File: src/rtl/core/mdsl_pkg.sv
`default_nettype none
package mdsl_pkg;

  localparam int MAX_WINDOW = 16;
  localparam int WIN_IDX_W  = (MAX_WINDOW > 1) ? $clog2(MAX_WINDOW) : 1;
  localparam int LEN_W      = $clog2(MAX_WINDOW + 1);
  localparam int SUM_W      = 16 + WIN_IDX_W;

  // shared serial divider: 31-bit dividend, 15-bit divisor
  localparam int DIV_W      = 31;
  localparam int DVS_W      = 15;
  localparam int DIV_CNT_W  = $clog2(DIV_W);

  localparam logic [1:0] KIND_CMD     = 2'd0;
  localparam logic [1:0] KIND_FILTER  = 2'd1;
  localparam logic [1:0] KIND_PUBLISH = 2'd2;

  localparam logic [2:0] CFG_WINDOW_LENGTH  = 3'd0;
  localparam logic [2:0] CFG_MAX_VELOCITY   = 3'd1;
  localparam logic [2:0] CFG_DUTY_LIMIT     = 3'd2;
  localparam logic [2:0] CFG_DUTY_DEADBAND  = 3'd3;
  localparam logic [2:0] CFG_STEER_LIMIT    = 3'd4;
  localparam logic [2:0] CFG_STEER_DEADBAND = 3'd5;

  localparam logic [4:0]  RST_WINDOW_LENGTH  = 5'd8;
  localparam logic [14:0] RST_MAX_VELOCITY   = 15'd4096;
  localparam logic [14:0] RST_DUTY_LIMIT     = 15'd32767;
  localparam logic [14:0] RST_DUTY_DEADBAND  = 15'd0;
  localparam logic [15:0] RST_STEER_LIMIT    = 16'd65535;
  localparam logic [15:0] RST_STEER_DEADBAND = 16'd0;

  localparam logic [15:0] STEER_CENTRE = 16'd32768;
  localparam logic [14:0] DUTY_FULL    = 15'd32767;

  typedef enum logic [2:0] {
    S_IDLE,
    S_ACC,
    S_AVG_START,
    S_AVG_DIV,
    S_AVG_SAVE,
    S_DUTY_DIV,
    S_DUTY_OUT
  } mdsl_state_t;

  typedef struct packed {
    logic cmd_load;
    logic win_shift;
    logic acc_step;
    logic div_avg_start;
    logic div_duty_start;
    logic div_step;
    logic avg_load;
    logic out_load;
  } mdsl_cmd_t;

  typedef struct packed {
    logic acc_last;
    logic div_last;
    logic out_busy;
  } mdsl_stat_t;

endpackage
`default_nettype wire

File: src/rtl/core/moving_average_duty_steering_limiter_unit.sv
// command: stored on acceptance; filter tick: the average is built in order from
//   L samples summed one per cycle, a start state, a 31-step serial divide and a save state
// publish tick: a 31-step serial divide, then the result goes into the output register
//   once no held result blocks it
// one word at a time; the next word is taken only once the unit is back in idle
// reset: synchronous active low; registers to defaults, window and average cleared at once
`default_nettype none
module moving_average_duty_steering_limiter_unit
  import mdsl_pkg::*;
(
  input  wire logic        clk,
  input  wire logic        rst_n,
  input  wire logic        cfg_wr_en,
  input  wire logic [2:0]  cfg_index,
  input  wire logic [15:0] cfg_data,
  input  wire logic        in_valid,
  output logic             in_stall,
  input  wire logic [1:0]  in_kind,
  input  wire logic [15:0] in_linear_velocity,
  input  wire logic [15:0] in_angular_rate,
  output logic             out_valid,
  input  wire logic        out_stall,
  output logic [15:0]      out_duty_cmd,
  output logic [15:0]      out_steering_position
);

  mdsl_cmd_t  cmd;
  mdsl_stat_t stat;

  mdsl_ctrl u_ctrl (
    .clk      (clk),
    .rst_n    (rst_n),
    .in_valid (in_valid),
    .in_kind  (in_kind),
    .in_stall (in_stall),
    .stat     (stat),
    .cmd      (cmd)
  );

  mdsl_dp u_dp (
    .clk                   (clk),
    .rst_n                 (rst_n),
    .cfg_wr_en             (cfg_wr_en),
    .cfg_index             (cfg_index),
    .cfg_data              (cfg_data),
    .in_linear_velocity    (in_linear_velocity),
    .in_angular_rate       (in_angular_rate),
    .cmd                   (cmd),
    .stat                  (stat),
    .out_valid             (out_valid),
    .out_stall             (out_stall),
    .out_duty_cmd          (out_duty_cmd),
    .out_steering_position (out_steering_position)
  );

endmodule
`default_nettype wire

File: src/rtl/core/mdsl_ctrl.sv
`default_nettype none
module mdsl_ctrl
  import mdsl_pkg::*;
(
  input  wire logic       clk,
  input  wire logic       rst_n,
  input  wire logic       in_valid,
  input  wire logic [1:0] in_kind,
  output logic            in_stall,
  input  mdsl_stat_t      stat,
  output mdsl_cmd_t       cmd
);

  mdsl_state_t state_r, state_nxt;
  logic        in_acc;

  assign in_stall = (state_r != S_IDLE);
  assign in_acc   = in_valid && !in_stall;

  always_ff @(posedge clk) begin
    if (!rst_n) begin
      state_r <= S_IDLE;
    end else begin
      state_r <= state_nxt;
    end
  end

  always_comb begin
    state_nxt = state_r;
    cmd       = '0;
    unique case (state_r)
      S_IDLE: begin
        if (in_acc) begin
          case (in_kind)
            KIND_CMD: begin
              cmd.cmd_load = 1'b1;
            end
            KIND_FILTER: begin
              cmd.win_shift = 1'b1;
              state_nxt     = S_ACC;
            end
            KIND_PUBLISH: begin
              cmd.div_duty_start = 1'b1;
              state_nxt          = S_DUTY_DIV;
            end
            default: ;
          endcase
        end
      end
      S_ACC: begin
        cmd.acc_step = 1'b1;
        if (stat.acc_last) begin
          state_nxt = S_AVG_START;
        end
      end
      S_AVG_START: begin
        cmd.div_avg_start = 1'b1;
        state_nxt         = S_AVG_DIV;
      end
      S_AVG_DIV: begin
        cmd.div_step = 1'b1;
        if (stat.div_last) begin
          state_nxt = S_AVG_SAVE;
        end
      end
      S_AVG_SAVE: begin
        cmd.avg_load = 1'b1;
        state_nxt    = S_IDLE;
      end
      S_DUTY_DIV: begin
        cmd.div_step = 1'b1;
        if (stat.div_last) begin
          state_nxt = S_DUTY_OUT;
        end
      end
      S_DUTY_OUT: begin
        if (!stat.out_busy) begin
          cmd.out_load = 1'b1;
          state_nxt    = S_IDLE;
        end
      end
      default: state_nxt = S_IDLE;
    endcase
  end

`ifndef ASSERT_OFF
  a_filter_to_acc: assert property (@(posedge clk) disable iff (!rst_n)
    in_acc && in_kind == KIND_FILTER |=> state_r == S_ACC)
    else $error("filter tick did not start accumulation");

  a_publish_to_div: assert property (@(posedge clk) disable iff (!rst_n)
    in_acc && in_kind == KIND_PUBLISH |=> state_r == S_DUTY_DIV)
    else $error("publish tick did not start duty division");

  a_no_overwrite: assert property (@(posedge clk) disable iff (!rst_n)
    cmd.out_load |-> !stat.out_busy)
    else $error("result register loaded while held");
`endif

endmodule
`default_nettype wire

File: src/rtl/core/mdsl_dp.sv
`default_nettype none
module mdsl_dp
  import mdsl_pkg::*;
(
  input  wire logic        clk,
  input  wire logic        rst_n,
  input  wire logic        cfg_wr_en,
  input  wire logic [2:0]  cfg_index,
  input  wire logic [15:0] cfg_data,
  input  wire logic [15:0] in_linear_velocity,
  input  wire logic [15:0] in_angular_rate,
  input  mdsl_cmd_t        cmd,
  output mdsl_stat_t       stat,
  output logic             out_valid,
  input  wire logic        out_stall,
  output logic [15:0]      out_duty_cmd,
  output logic [15:0]      out_steering_position
);

  // configuration
  logic [4:0]  win_len_r;
  logic [14:0] max_vel_r;
  logic [14:0] duty_lim_r;
  logic [14:0] duty_db_r;
  logic [15:0] steer_lim_r;
  logic [15:0] steer_db_r;

  always_ff @(posedge clk) begin
    if (!rst_n) begin
      win_len_r   <= RST_WINDOW_LENGTH;
      max_vel_r   <= RST_MAX_VELOCITY;
      duty_lim_r  <= RST_DUTY_LIMIT;
      duty_db_r   <= RST_DUTY_DEADBAND;
      steer_lim_r <= RST_STEER_LIMIT;
      steer_db_r  <= RST_STEER_DEADBAND;
    end else if (cfg_wr_en) begin
      unique case (cfg_index)
        CFG_WINDOW_LENGTH:  win_len_r   <= cfg_data[4:0];
        CFG_MAX_VELOCITY:   max_vel_r   <= cfg_data[14:0];
        CFG_DUTY_LIMIT:     duty_lim_r  <= cfg_data[14:0];
        CFG_DUTY_DEADBAND:  duty_db_r   <= cfg_data[14:0];
        CFG_STEER_LIMIT:    steer_lim_r <= cfg_data;
        CFG_STEER_DEADBAND: steer_db_r  <= cfg_data;
        default: ;
      endcase
    end
  end

  // latest command
  logic [15:0] vel_r;
  logic [15:0] steer_r;

  always_ff @(posedge clk) begin
    if (!rst_n) begin
      vel_r   <= '0;
      steer_r <= STEER_CENTRE;
    end else if (cmd.cmd_load) begin
      vel_r   <= in_linear_velocity;
      steer_r <= {~in_angular_rate[15], in_angular_rate[14:0]};
    end
  end

  // velocity window, newest at the top
  logic [15:0] win_r [MAX_WINDOW];

  always_ff @(posedge clk) begin
    if (!rst_n) begin
      for (int k = 0; k < MAX_WINDOW; k++) begin
        win_r[k] <= '0;
      end
    end else if (cmd.win_shift) begin
      for (int k = 0; k < MAX_WINDOW - 1; k++) begin
        win_r[k] <= win_r[k+1];
      end
      win_r[MAX_WINDOW-1] <= vel_r;
    end
  end

  // effective length
  logic [LEN_W-1:0] eff_len;

  always_comb begin
    if (win_len_r == 5'd0) begin
      eff_len = LEN_W'(1);
    end else if (32'(win_len_r) > 32'(MAX_WINDOW)) begin
      eff_len = LEN_W'(MAX_WINDOW);
    end else begin
      eff_len = LEN_W'(win_len_r);
    end
  end

  // serial accumulation
  logic [WIN_IDX_W-1:0] acc_cnt_r, acc_cnt_nxt;
  logic [SUM_W-1:0]     sum_r, sum_nxt;
  logic [WIN_IDX_W-1:0] acc_idx;
  logic [15:0]          acc_word;

  assign acc_idx  = WIN_IDX_W'(MAX_WINDOW - 1) - acc_cnt_r;
  assign acc_word = win_r[acc_idx];
  assign stat.acc_last = (LEN_W'(acc_cnt_r) == eff_len - LEN_W'(1));

  always_comb begin
    acc_cnt_nxt = acc_cnt_r;
    sum_nxt     = sum_r;
    if (cmd.win_shift) begin
      acc_cnt_nxt = '0;
      sum_nxt     = '0;
    end else if (cmd.acc_step) begin
      acc_cnt_nxt = acc_cnt_r + WIN_IDX_W'(1);
      sum_nxt     = sum_r + {{(SUM_W-16){acc_word[15]}}, acc_word};
    end
  end

  always_ff @(posedge clk) begin
    acc_cnt_r <= acc_cnt_nxt;
    sum_r     <= sum_nxt;
  end

  // shared restoring divider
  logic [DIV_W-1:0]     q_r, q_nxt;
  logic [DVS_W-1:0]     rem_r, rem_nxt;
  logic [DVS_W-1:0]     dvs_r, dvs_nxt;
  logic [DIV_CNT_W-1:0] div_cnt_r, div_cnt_nxt;
  logic                 neg_r, neg_nxt;
  logic [DVS_W:0]       rem_sh;
  logic [DVS_W:0]       rem_sub;
  logic [SUM_W-1:0]     sum_mag;
  logic [15:0]          avg_r;
  logic [15:0]          avg_mag;

  assign sum_mag = sum_r[SUM_W-1] ? -sum_r : sum_r;
  assign avg_mag = avg_r[15] ? -avg_r : avg_r;
  assign rem_sh  = {rem_r, q_r[DIV_W-1]};
  assign rem_sub = rem_sh - {1'b0, dvs_r};
  assign stat.div_last = (div_cnt_r == DIV_CNT_W'(DIV_W - 1));

  always_comb begin
    q_nxt       = q_r;
    rem_nxt     = rem_r;
    dvs_nxt     = dvs_r;
    div_cnt_nxt = div_cnt_r;
    neg_nxt     = neg_r;
    if (cmd.div_avg_start) begin
      q_nxt       = DIV_W'(sum_mag);
      rem_nxt     = '0;
      dvs_nxt     = DVS_W'(eff_len);
      div_cnt_nxt = '0;
      neg_nxt     = sum_r[SUM_W-1];
    end else if (cmd.div_duty_start) begin
      q_nxt       = {avg_mag, 15'd0};
      rem_nxt     = '0;
      dvs_nxt     = (max_vel_r == '0) ? DVS_W'(1) : max_vel_r;
      div_cnt_nxt = '0;
      neg_nxt     = avg_r[15];
    end else if (cmd.div_step) begin
      div_cnt_nxt = div_cnt_r + DIV_CNT_W'(1);
      if (!rem_sub[DVS_W] || rem_sh[DVS_W]) begin
        rem_nxt = rem_sub[DVS_W-1:0];
        q_nxt   = {q_r[DIV_W-2:0], 1'b1};
      end else begin
        rem_nxt = rem_sh[DVS_W-1:0];
        q_nxt   = {q_r[DIV_W-2:0], 1'b0};
      end
    end
  end

  always_ff @(posedge clk) begin
    q_r       <= q_nxt;
    rem_r     <= rem_nxt;
    dvs_r     <= dvs_nxt;
    div_cnt_r <= div_cnt_nxt;
    neg_r     <= neg_nxt;
  end

  always_ff @(posedge clk) begin
    if (!rst_n) begin
      avg_r <= '0;
    end else if (cmd.avg_load) begin
      avg_r <= neg_r ? -q_r[15:0] : q_r[15:0];
    end
  end

  // duty shaping
  logic [14:0] duty_q;
  logic [14:0] duty_m;
  logic [15:0] duty_s;

  always_comb begin
    duty_q = (|q_r[DIV_W-1:15]) ? DUTY_FULL : q_r[14:0];
    if (duty_q >= duty_lim_r) begin
      duty_m = duty_lim_r;
    end else if (duty_q >= duty_db_r) begin
      duty_m = duty_q;
    end else begin
      duty_m = '0;
    end
    duty_s = neg_r ? -{1'b0, duty_m} : {1'b0, duty_m};
  end

  // steering shaping
  logic [15:0] steer_dist;
  logic [15:0] steer_o;

  always_comb begin
    steer_dist = (steer_r >= STEER_CENTRE) ? steer_r - STEER_CENTRE
                                           : STEER_CENTRE - steer_r;
    if (steer_r >= steer_lim_r) begin
      steer_o = steer_lim_r;
    end else if (steer_dist >= steer_db_r) begin
      steer_o = steer_r;
    end else begin
      steer_o = STEER_CENTRE;
    end
  end

  // result register
  logic        out_valid_r, out_valid_nxt;
  logic [15:0] out_duty_r;
  logic [15:0] out_steer_r;

  assign stat.out_busy = out_valid_r && out_stall;

  always_comb begin
    out_valid_nxt = out_valid_r;
    if (cmd.out_load) begin
      out_valid_nxt = 1'b1;
    end else if (out_valid_r && !out_stall) begin
      out_valid_nxt = 1'b0;
    end
  end

  always_ff @(posedge clk) begin
    if (!rst_n) begin
      out_valid_r <= 1'b0;
    end else begin
      out_valid_r <= out_valid_nxt;
    end
  end

  always_ff @(posedge clk) begin
    if (cmd.out_load) begin
      out_duty_r  <= duty_s;
      out_steer_r <= steer_o;
    end
  end

  assign out_valid             = out_valid_r;
  assign out_duty_cmd          = out_duty_r;
  assign out_steering_position = out_steer_r;

endmodule
`default_nettype wire

File: config.mk
export PLATFORM = sky130hd
export DESIGN_NAME = moving_average_duty_steering_limiter_unit
export DESIGN_NICKNAME = d
export VERILOG_FILES = /design/src/rtl/core/mdsl_pkg.sv /design/src/rtl/core/moving_average_duty_steering_limiter_unit.sv /design/src/rtl/core/mdsl_ctrl.sv /design/src/rtl/core/mdsl_dp.sv
export SDC_FILE = /design/constraint.sdc
export NUM_CORES = 1
export LEC_CHECK = 0
export BUFFER_PORTS_ARGS = -buffer_cell sky130_fd_sc_hd__buf_2
export CORE_UTILIZATION = 30
export CTS_CLUSTER_SIZE = 24
export DETAILED_ROUTE_END_ITERATION = 6
export GPL_TIMING_DRIVEN = 0
export MAX_ROUTING_LAYER = met4
export SLEW_MARGIN = 20
export SYNTH_ARGS = -nofsm -noshare
export SYNTH_HDL_FRONTEND = slang
export SYNTH_SLANG_ARGS = --single-unit
export TNS_END_PERCENT = 1
File: constraint.sdc
create_clock -name clk -period 10.56 [get_ports clk]
set_clock_uncertainty 0.05 [all_clocks]
set_input_delay 1.056 -clock clk [delete_from_list [all_inputs] [get_ports clk]]
set_output_delay 1.056 -clock clk [all_outputs]
set_load 0.01 [all_outputs]
Word-level counts from Yosys, hierarchy flattened
Memories as Yosys holds them, arrays and structs flattened.
Index checks and enable logic that the tools add are counted.
Widths: inputs -> output; s select.
{ "word_totals": {"reg_bits": 257, "ramBits": 256, "input_bits": 58, "out_inout_bits": 34, "word_cells": 171, "mem_count": 1} }
{ "mem_list": {"columns": ["memory", "depth", "word_bits", "read_ports", "rd_clocked_by_memory_dff", "write_ports", "line", "rtl"], "rows": [
  ["u_dp.win_r", 16, 16, 16, 0, 16, "mdsl_dp.sv:64", "logic [15:0] win_r [MAX_WINDOW];"]
]} }
{ "op_classes": {"addsub": 12, "n_lt_le_gt_ge": 6, "eq_ne": 21, "muxes": 64, "bitwise": 17, "reduce_logical": 27} }
{ "op_table": {"columns": ["operator", "n"], "rows": [
  ["$mux 16", 21],
  ["$mux 15", 6],
  ["$mux 31", 2],
  ["$mux 20", 2],
  ["$ge 16x16->1", 2],
  ["$neg 16->16", 2],
  ["$ge 15x15->1", 2],
  ["$add 20x20->20", 1],
  ["$mux 1", 20],
  ["$mux 5", 4],
  ["$neg 20->20", 1],
  ["$pmux 3 s6", 1],
  ["$ge 16x16->1 const B", 1],
  ["$neg 15->16", 1],
  ["$or 1x1->1", 16],
  ["$reduce_or 16->1", 1],
  ["$sub 16x15->16", 1],
  ["$sub 16x16->16 const A", 1],
  ["$sub 16x16->16 const B", 1],
  ["$eq 3x3->1 const B", 5],
  ["$logic_not 15->1", 1],
  ["$mux 3", 5],
  ["$eq 3x2->1 const B", 4],
  ["$reduce_and 2->1", 6],
  ["26 further kinds", 40]
]} }

Longest topological paths before layout
{ "logic_depth": {"ltp_word": 9, "mapped_depth": 18, "depth_no_buf": 16} }

Hierarchy
Synthesis repeated with hierarchy kept, for this count alone.
{ "hier_totals": {"cells_unflattened": 2396, "hier_area_um2": 26445.4} }
{ "modules_own_cells": {"columns": ["mod", "instances", "cells_each", "area_per_inst_um2", "seq_area_each_um2"], "rows": [
  ["mdsl_dp", 1, 2354, 26068.8, 13352.8],
  ["mdsl_ctrl", 1, 42, 376.6, 60.1]
]} }

Least setup slack after synthesis
Ideal clock, no wire load.
{ "synth_timing": {"path_kind": "input-to-reg", "startpoint": "input rst_n", "endpoint": "memory u_dp.win_r[0][0] (enable)", "setup_time_ps": 1976, "t_arrival_ps": 5945, "required_ps": 8534, "setup_slack_ps": 2589, "path_stages": 4, "path_buffers": 3, "path_cell_list": "clkbuf_1 clkbuf_1 clkbuf_1 nand2_1"} }
{ "synth_lines": {"columns": ["item", "line", "rtl"], "rows": [
  ["from (decl)", "moving_average_duty_steering_limiter_unit.sv:12", "input wire logic rst_n,"],
  ["to (decl)", "mdsl_dp.sv:64", null]
]} }

Final worst setup path
{ "layout_timing": {"startpoint": "register u_dp.q_r[15]", "endpoint": "register u_dp.out_duty_r[8], in the netlist u_dp.out_duty_cmd[8], data pin"} }
{ "layout_between": {"elab_chain_cells": 7, "word_cells_on_any_way": 8, "cone_classes": "1 x add/sub; 2 x order compare; 4 x mux; 1 x reduce/logical"} }
{ "layout_rtl": {"columns": ["item", "line", "rtl"], "rows": [
  ["from (decl)", "mdsl_dp.sv:120", "logic [DIV_W-1:0] q_r, q_nxt;"],
  ["from (signal assigned)", "mdsl_dp.sv:168", "q_r <= q_nxt;"],
  ["$reduce_or 16->1 (*)", "mdsl_dp.sv:189", "duty_q = (|q_r[DIV_W-1:15]) ? DUTY_FULL : q_r[14:0];"],
  ["$mux 15 (*)", "mdsl_dp.sv:189", null],
  ["$ge 15x15->1", "mdsl_dp.sv:192", "end else if (duty_q >= duty_db_r) begin"],
  ["$mux 15", "mdsl_dp.sv:192", null],
  ["$mux 15 (*)", "mdsl_dp.sv:190", "if (duty_q >= duty_lim_r) begin"],
  ["$neg 15->16", "mdsl_dp.sv:197", "duty_s = neg_r ? -{1'b0, duty_m} : {1'b0, duty_m};"],
  ["$mux 15 (*)", "mdsl_dp.sv:197", null],
  ["net u_dp.duty_s[8]", "mdsl_dp.sv:186", "logic [15:0] duty_s;"],
  ["to (signal assigned)", "mdsl_dp.sv:242", "out_duty_r <= duty_s;"],
  ["to (decl)", "mdsl_dp.sv:218", "logic [15:0] out_duty_r;"]
]} }
Mark *: on every way through the listed nets, which the timed path passes. The rest lies on a longest branch.
A chain may end at the register's enable or synchronous reset.

==> impl_metrics.py <==
metrics = {
    "run_status": {
        "status": "complete, no violations",
    },
    "pwr": {
        "fin_total_pwr_uw": 7135,
        "leakage_uw": 0.01177,
        "ir_drop_mv": 0.1197,
        "power_density_nw_per_um2": 237.5,
    },
    "clock_network": {
        "cts_tree": "built",
        "clk_pin_slew_ns": 0.06,
        "ctsHoldBuffers": 0,
        "clockBufferDepth": 3,
        "postCtsSetupBuffers": 0,
        "cts-root-buf": "clkbuf_16",
        "cts.htree.levels": 2,
        "cts_made_buffers": 52,
        "cts.repair.resized": 0,
        "worst_skew_pair.late_latency_ns": 0.61,
        "cts.sinks": 513,
    },
    "floorplan": {
        "die_h_um": 298.4,
        "die_area_um2": 89040,
        "ios": 92,
        "die_x_um": 298.4,
        "rows": 108,
        "start_util_pct": 30.33,
        "coreArea_um2": 86890,
    },
    "drt": {
        "drc_errors": 0,
        "first_pass_iters": 5,
        "viasPerCell": 5.059,
        "wire_per_inst_um": 18.53,
        "ant_nets": 0,
        "drt_iter0_drc": 1468,
        "postRouteWirelength_mm": 71.10,
        "vias": 19410,
    },
    "sta": {
        "setup_ws_ns": 4.485,
        "finalSetupViolations": 0,
        "layout_min_cycle_time_ns": 6.075,
        "final_hold_viol_count": 0,
        "worstMarginPinSlew_ns": 0.9814,
        "finalCritPeriodShare_pct": 57.53,
        "maxSlewHeadroom_pct": 34.57,
        "timing.fmax_ghz": 0.1646,
        "slew_viol_final": 0,
        "rsz0062_at_grt": "no",
    },
    "grt": {
        "grt_max_degree": 59,
        "grt_pass1_vias": 19050,
        "antenna_found_initial": 4,
        "grt_use_total_pct": 16.41,
        "grt_pass1_wl_mm": 111.3,
        "gr-total-overflow": 0,
    },
    "layout": {
        "fin_nets": 2802,
        "stdcell_count": 3837,
        "final_layout_size_suffix_gt1_share_pct": 10.29,
        "post-route-util_pct": 34.57,
        "register_area_um2": 13410,
        "fillerInstances": 8723,
        "fin_area_um2": 30040,
        "largestRegisters": "u_dp.win_r x256, u_dp.q_r x31, u_dp.sum_r x20",
        "largest_reg_flops": 256,
        "largest_register": "u_dp.win_r",
        "syn_to_final_growth_pct": 13.97,
        "multiInputGateArea_um2": 11960,
    },
    "job": {
        "maxCapViolCount": 0,
    },
    "logic_synthesis": {
        "synth_top_area_share_pct": 35.78,
        "synth_fp_nets": 2652,
        "syn_avg_cell_area_um2": 10.60,
        "ys_seq_area_share_pct": 50.89,
        "synth_seq_cells": 513,
        "ys_top_cells_by_count": "350 x nand2_1, 314 x edfxtp_1, 199 x dfxtp_1, 164 x and3_1, 147 x clkbuf_1",
        "ys_warn_count": 0,
        "synthArstFlopShare_pct": 0,
        "synth_edf_count": 314,
        "yosysMostFrequentCell": "nand2_1",
        "syn_area_um2": 26360,
        "synth_flop_cell": "edfxtp_1",
        "synth_cell_types": 62,
        "yosys.area.top_type": "edfxtp_1",
        "synth_area_leaders": "edfxtp_1 36%, dfxtp_1 15%, mux4_2 6.8%, ha_1 5.0%, nand2_1 5.0%",
        "syn_inst": 2487,
    },
    "worst_setup_path": {
        "end_kind": "register",
        "worstReg2RegEnd": "u_dp.out_duty_cmd[8]",
        "cp-start-kind": "register",
        "path_max_fanout": 10,
        "rrSetupSlack_ns": 4.48,
        "crit_type": "reg -> reg",
        "required_ns": 10.84,
        "reg2regPathDepth": 18,
        "cp.arrival_ns": 6.36,
        "timing.rr.start": "u_dp.q_r[15]",
    },
    "worst_hold_path": {
        "whs_path_depth": 2,
        "min_to": "u_dp.vel_r[0]",
        "hold_path.class": "reg -> reg",
        "hp-start": "u_dp.vel_r[0]",
    },
    "place": {
        "dp_cells": 3738,
        "numPortBuffers": 90,
        "dp_slack_ns": 4.582,
        "finalWeightedCongestion": 0.9169,
        "dp_hpwl_mm": 52.52,
        "placed_area_um2": 28430,
    },
}
-- cells by family (layout without fill, tap and decap cells) --
kind of cell,Yosys count,count (layout),synth area share [%]
buf+inv,266,460,3.803
simple gates,913,913,17.31
fa+ha+maj,107,107,5.137
compound gates,493,493,12.13
flops,513,513,50.89
mux,94,94,7.373
other cells,0,1,0
xor+xnor,101,101,3.356
-- critical path, stage by stage, from the launching register on --
cell and delay, ns:
edfxtp_1 0.45, nor4_1 0.37, nand4_1 0.44, clkbuf_1 0.31, or2_2 0.39, ha_1 0.32, a21oi_1 0.06, o21ai_0 0.29
or4_1 0.17, a211oi_1 0.05, o31ai_1 0.53, clkbuf_1 0.42, buf_1 0.43, nor3b_1 0.11, a21oi_1 0.33, ha_1 0.41
o21ai_0 0.14, o311ai_0 0.38, xor2_1 0.14
-- metrics by stage --
step | setup TNS [ns] | hold slack (ns)
floorplan | 0 | 0.3863
global placement | -296.72 | 0.3972
detailed placement | 0 | 0.4047
CTS | 0 | 0.4138
global route | 0 | 0.4330
finish | 0 | 0.4087
-- cell type report --
| cell class | count | share of cell area [%] |
|---|---|---|
| Clock buffer | 73 | 4.732 |
| Tap cell | 1155 | 4.811 |
| Buffer | 163 | 2.058 |
| Multi-Input combinational cell | 1708 | 39.83 |
| Sequential cell | 513 | 44.66 |
| Clock inverter | 25 | 0.5915 |
| Timing Repair Buffer | 96 | 2.024 |
| Inverter | 103 | 1.287 |
| Antenna cell | 1 | 0.008331 |
-- how the worst max path moves through the flow --
stage	start	end	slack, ns
4_1_cts	u_dp.acc_cnt_r[0]	u_dp.sum_r[19]	4.56
3_5_place_dp	u_dp.acc_cnt_r[0]	u_dp.sum_r[19]	4.58
6_report	u_dp.q_r[15]	u_dp.out_duty_cmd[8]	4.48
3_3_place_gp	rst_n	u_dp.win_r[13][3]	-1.17
2_1_floorplan	rst_n	u_dp.win_r[0][0]	2.59
5_1_grt	u_dp.q_r[15]	u_dp.out_duty_cmd[14]	4.07
-- where the power goes --
group | switching [uW] | total [uW] | internal (uW)
Combinational | 1530 | 2630 | 1100
Clock | 815 | 1780 | 969
Sequential | 259 | 2720 | 2460
-- layout by cell type, fill, tap and decap left out, types with 20 or more instances in the layout --
master / count
a21boi_0: 80
a21o_1: 20
a21oi_1: 106
and2_1: 100
and3_1: 164
buf_2: 93
clkbuf_1: 165
clkbuf_16: 53
dfxtp_1: 199
edfxtp_1: 314
ha_1: 105
inv_1: 103
mux4_2: 80
nand2_1: 349
nand3_1: 35
nor2_1: 97
nor2b_1: 23
nor3_1: 35
o211ai_1: 38
o21ai_0: 123
o31ai_1: 25
xnor2_1: 34
xor2_1: 67
-- per-layer routing --
layer  track usage [%]  vias up  part of all wire, %
li1                  -     9315                    -
met1             22.65     9423                   46
met2             24.99      569                   45
met3             2.734      104                  6.3
met4             4.005        0                  2.0
met5                 -        -                    0
Note: power is estimated with default switching activity, not from simulation.
